===== src/design/ort_pkg.sv =====
// ----------------------------------------------------------------------------
// ort_pkg
// types and constants shared by the outstanding request tracker
// ----------------------------------------------------------------------------
`default_nettype none

package ort_pkg;

  localparam int unsigned ORT_ENTRIES     = 16;
  localparam int unsigned ORT_MAX_RESULTS = 16;
  localparam int unsigned ORT_ACTIVE_W    = 5;
  localparam logic [ORT_ACTIVE_W-1:0] ORT_ACTIVE_RESET = 5'd16;

  typedef enum logic [1:0] {
    OP_REQUEST = 2'd0,
    OP_CONT    = 2'd1,
    OP_FINAL   = 2'd2,
    OP_TICK    = 2'd3
  } opcode_e;

  typedef enum logic [1:0] {
    KIND_REQ_RESULT  = 2'd0,
    KIND_RESP_RESULT = 2'd1,
    KIND_RETRANSMIT  = 2'd2,
    KIND_TIMEOUT     = 2'd3
  } kind_e;

  typedef enum logic [2:0] {
    ST_IDLE,
    ST_REQ_SCAN,
    ST_RESP_RD,
    ST_RESP_CHK,
    ST_TICK_RD,
    ST_TICK_EVAL
  } state_e;

  typedef struct packed {
    opcode_e     opcode;
    logic [15:0] index_or_tag;
    logic [15:0] timeout_ticks;
    logic [7:0]  try_count;
    logic [31:0] session_key;
    logic [31:0] user_key;
    logic [31:0] terminal_key;
    logic [31:0] attribute_key;
    logic [31:0] message_type;
    logic [31:0] source_id;
    logic [31:0] destination_id;
    logic [31:0] response_type;
  } req_t;

  typedef struct packed {
    kind_e       kind;
    logic        ok;
    logic [15:0] tag;
    logic [15:0] original_index;
    logic [31:0] out_message_type;
    logic [31:0] out_source;
    logic [31:0] out_destination;
    logic [31:0] out_session;
    logic [31:0] out_user;
    logic [31:0] out_terminal;
    logic [31:0] out_attribute;
    logic        last;
  } res_t;

  // one table slot as held in the slot memory
  typedef struct packed {
    logic [15:0] orig_index;
    logic [15:0] timeout;
    logic [15:0] countdown;
    logic [7:0]  tries_left;
    logic [31:0] session;
    logic [31:0] user;
    logic [31:0] terminal;
    logic [31:0] attribute;
    logic [31:0] message_type;
    logic [31:0] source;
    logic [31:0] destination;
    logic [31:0] response_type;
  } slot_t;

endpackage

`default_nettype wire


===== src/design/ort_slot_mem.sv =====
// ----------------------------------------------------------------------------
// ort_slot_mem
// slot storage, one write and one registered read port
// ----------------------------------------------------------------------------
`default_nettype none

module ort_slot_mem import ort_pkg::*; #(
  parameter int unsigned ENTRIES = ORT_ENTRIES
) (
  input  wire logic                       clk_i,
  input  wire logic                       rd_en_i,
  input  wire logic [$clog2(ENTRIES)-1:0] rd_addr_i,
  input  wire logic                       wr_en_i,
  input  wire logic [$clog2(ENTRIES)-1:0] wr_addr_i,
  input  wire slot_t                      wr_data_i,
  output slot_t                           rd_data_o
);

  slot_t mem_q [ENTRIES];

  always_ff @(posedge clk_i) begin
    if (wr_en_i) begin
      mem_q[wr_addr_i] <= wr_data_i;
    end
  end

  always_ff @(posedge clk_i) begin
    if (rd_en_i) begin
      rd_data_o <= mem_q[rd_addr_i];
    end
  end

endmodule

`default_nettype wire

===== config.mk =====
export PLATFORM = sky130hd
export DESIGN_NAME = ort_slot_mem
export DESIGN_NICKNAME = d
export VERILOG_FILES = /design/src/design/ort_pkg.sv /design/src/design/ort_slot_mem.sv
export SDC_FILE = /design/constraint.sdc
export NUM_CORES = 2
export LEC_CHECK = 0
export ABC_CLOCK_PERIOD_IN_PS = 75500
export BUFFER_PORTS_ARGS = -buffer_cell sky130_fd_sc_hd__buf_2
export CAP_MARGIN = 20
export CORE_UTILIZATION = 60
export CTS_CLUSTER_SIZE = 28
export DETAILED_ROUTE_END_ITERATION = 10
export PLACE_DENSITY = 0.77
export REMOVE_ABC_BUFFERS = 1
export SKIP_CTS_REPAIR_TIMING = 1
export SLEW_MARGIN = 20
export SYNTH_ARGS = -nofsm -noshare
export SYNTH_HDL_FRONTEND = slang
export SYNTH_MEMORY_MAX_BITS = 65536
export SYNTH_SLANG_ARGS = --single-unit

===== constraint.sdc =====
create_clock -name clk_i -period 75.5 [get_ports clk_i]
set_input_delay 15.1 -clock clk_i [delete_from_list [all_inputs] [get_ports clk_i]]
set_output_delay 15.1 -clock clk_i [all_outputs]
set_load 0.01 [all_outputs]

==> After elaboration in Yosys (flattened, before gate mapping) <==
Memories as Yosys holds them, arrays and structs flattened. A register that Yosys moved wholly into a read port is not among the register bits.
Index checks and enable logic that the tools add are counted.
{ "totals": {"wordCells": 3, "mem_bits_rw": 4992, "romBits": 0, "input_bits": 323, "out_inout_bits": 312, "register_bits": 0, "n_memories": 1, "latch_bits": 0} }
{ "classes": {"n_mux": 2, "shifts": 0, "n_div": 0, "order_cmp": 0, "bitwise": 0, "n_reduce_logical": 0, "multipliers": 0, "eq_ne": 0, "addsub": 0} }
{ "mem_list": {"columns": ["memory", "words", "width", "read_ports", "rd_ports_with_merged_regs", "wr", "line", "text"], "rows": [
  ["mem_q", 16, 312, 1, 1, 1, "ort_slot_mem.sv:19", "slot_t mem_q [ENTRIES];"]
]} }
{ "ops": {"columns": ["cell", "count"], "rows": [
  ["two-way mux 1 bit", 2]
]} }

==> Depth between registers and ports, before layout <==
{ "logic_depth": {"word_depth": 2, "depth_mapped": 8, "depth_no_buf": 3} }

==> Worst setup path before layout <==
Ideal clock, no wire load.
{ "synth_path": {"path_type": "input-to-reg", "from": "in wr_addr_i[2]", "to": "mem mem_q[0][0] (netlist bit), enable pin", "path_buffers": 0, "t_required_ps": 74127, "cell_stages": 2, "setup_slack_ps": 37540, "t_arrival_ps": 36587, "path_cell_list": "or3b_2 -> nor3_1"} }
{ "synth_lines": {"columns": ["element", "line", "text"], "rows": [
  ["from (decl)", "ort_slot_mem.sv:14", "input wire logic [$clog2(ENTRIES)-1:0] wr_addr_i,"],
  ["to (decl)", "ort_slot_mem.sv:19", null]
]} }
Straight into the memory's write port.

==> flow_summary.json <==
{
  "outcome": "complete, no violations",
  "rsz0062_at_grt": "no",
  "synth_edf_count": 5304,
  "period_share_pct": 26.46,
  "min_path_cells": 3,
  "seq_area_frac_synth_pct": 81.10,
  "cts_max_level": 6,
  "r2r_start": "mem_q[4][124]",
  "comb_power_share_pct": 4.7,
  "ios": 635,
  "r2r_cells": 3,
  "place.gp.congestion": 0.7587,
  "async_flop_share_pct": 0,
  "clkPwrFrac_pct": 41.1,
  "cp_max_fo": 104,
  "start_util_pct": 60.47,
  "yosysWarnings": 0,
  "synth_cell_types": 25,
  "holdWs_ns": 0.7487,
  "route.detailed.drc": 0,
  "ir_drop_mv": 0.02612,
  "crit_start": "rd_addr_i[0]",
  "seq_power_share_pct": 54.3,
  "drive_above_1_share_pct": 30.51,
  "worst_hold_path.endpoint": "rd_data_o[51]",
  "cts_sinks": 5304,
  "clock_skew_ns": 0.03677,
  "synth_area_leaders": "edfxtp_1 (81%), mux4_2 (13%), a22oi_1 (2.1%)",
  "drv_cap": 0,
  "syn_avg_cell_area_um2": 24.22,
  "grt-ovfl-total": 0,
  "dr.pass1.iters": 5,
  "fp.dieW_um": 574.1,
  "vias": 93270,
  "syn-cell-area_um2": 196400,
  "nets": 9345,
  "yosys-top-cells-count": "edfxtp_1 (5304), mux4_2 (1174), a22oi_1 (542)",
  "yosysMostFrequentCell": "edfxtp_1",
  "fmax_ghz": 0.05006,
  "worst_setup_path_end_kind": "flip-flop",
  "routed_wl_um": 482000,
  "drt_iter0_drc": 12620,
  "p_int_uw": 4853,
  "cts_root_buf": "clkbuf_16",
  "final-max-slew-violation-count": 0,
  "p_sw_share_pct": 21.34,
  "synth_flop_cell": "edfxtp_1",
  "p_leak_uw": 0.07062,
  "grt_max_degree": 169,
  "wl_per_cell_um": 34.79,
  "syn_inst": 8108,
  "crit_path_start_kind": "input pin",
  "synth_top_cell_area_share_pct": 81.10,
  "antenna_left": 0,
  "track_usage_pct": 29.22,
  "critPathKind": "input pin to flip-flop",
  "ctsLongestPathBuffers": 4,
  "grt_pass1_vias": 97250,
  "via_per_inst": 6.732,
  "min-delay-start": "mem_q[15][51]",
  "dp_hpwl_um": 236700,
  "maxSlewHeadroom_pct": 21.72,
  "die_area_um2": 329600,
  "io_buffers": 634,
  "clkTransAtPathRegs_ns": 0.06,
  "worst_pin_slew_ns": 1.174,
  "worstPathArrival_ns": 20.75,
  "insertion_delay_ns": 1.04,
  "p_per_area_nw_per_um2": 27.84,
  "cp_data_required_time_ns": 76.27,
  "r2r_end": "rd_data_o[124]",
  "ys_ff_latch": 5304,
  "antenna_found_initial": 159,
  "power.total_uw": 6170,
  "cts_tree": "yes",
  "yosysTopAreaCell": "edfxtp_1",
  "cts_buffers": 522,
  "placementRows": 209,
  "die-height_um": 574.1,
  "switchingPower_uw": 1316,
  "areaGrowthSynthToFinish_pct": 12.83,
  "core_um2": 324800,
  "reg2reg_slack_ns": 73.68,
  "fin_crit_ns": 19.97,
  "tns_ns": 0,
  "hp-class": "flip-flop to flip-flop",
  "finalHoldViolations": 0,
  "setup_violations": 0,
  "grt_pass1_wl_um": 685500
}
==> layout by cell type (no fill, tap or decap), types with 46 or more instances in the layout <==
| master | n |
|---|---|
| clkbuf_16 | 530 |
| nor2b_1 | 46 |
| o221ai_1 | 46 |
| mux2_2 | 140 |
| clkbuf_1 | 101 |
| clkinv_1 | 119 |
| clkinv_2 | 71 |
| edfxtp_1 | 5304 |
| buf_4 | 167 |
| nand2_1 | 240 |
| diode_2 | 101 |
| mux4_2 | 1174 |
| buf_2 | 629 |
| a22oi_1 | 542 |
==> power by group through the flow <==
stage	Sequential, µW	Combinational, µW	Clock, µW
2_1_floorplan	3420	129	0
3_3_place_gp	3400	274	0
3_5_place_dp	3410	284	0
4_1_cts	3350	288	2560
5_1_grt	3350	303	2660
6_report	3350	287	2540
==> cell type report <==
type,count,area (µm²)
Fill cell,18760,103200
Tap cell,4325,5411
Multi-Input combinational cell,2371,35160
Clock inverter,300,2942
Clock buffer,631,13640
Antenna cell,101,252.7
Sequential cell,5304,159300
Timing Repair Buffer,823,4908
==> layer usage <==
layer / up-vias / wire length [µm] / global-route usage (%)
li1: 36900 / - / -
met1: 49360 / 169400 / 38.41
met2: 5922 / 241000 / 47.61
met3: 1006 / 53950 / 6.935
met4: 88 / 17040 / 12.13
met5: - / 563 / 0
==> state kept, by name (all words and copies together), names as in the netlist <==
| name | count |
|---|---|
| rd_data_o | 312 |
| mem_q | 4992 |
==> cells by family (layout without fill, tap and decap cells) <==
| family | Yosys count | after routing | share of synthesized area [%] |
|---|---|---|---|
| other | 0 | 101 | 0 |
| buffers and inverters | 433 | 1754 | 1.079 |
| flip-flops | 5304 | 5304 | 81.10 |
| multiplexers | 1358 | 1358 | 14.49 |
| AO/OA/AOI/OAI | 662 | 662 | 2.534 |
| AND/OR/NAND/NOR | 351 | 351 | 0.7938 |
==> through the flow <==
stage	utilization (%)	area (µm²)	setup WS (ns)	cells
after floorplan	-	194300	37.54	7675
after global routing	68.18	221400	54.90	13790
after global placement	63.03	204700	54.42	12820
final	68.23	221600	55.53	13860
after detailed placement	63.03	204700	54.30	12820
after CTS	68.14	221300	55.33	13750
==> worst max-delay path, stage by stage <==
cell	delay, ns
buf_12	0.45
buf_4	0.84
buf_4	0.72
buf_4	0.71
buf_12	0.66
buf_4	0.86
mux4_2	0.62
a22oi_1	0.25
nand2_1	0.08
==> worst max-delay path by stage <==
stage,to,slack [ns],cells past startpoint
6_report,rd_data_o[256],55.53,9
5_1_grt,rd_data_o[295],54.90,9
4_1_cts,rd_data_o[87],55.33,9
3_5_place_dp,rd_data_o[33],54.30,9
3_3_place_gp,rd_data_o[158],54.42,9
2_1_floorplan,mem_q[0][0],37.54,2
No activity file was read; power rests on OpenSTA's default activity.
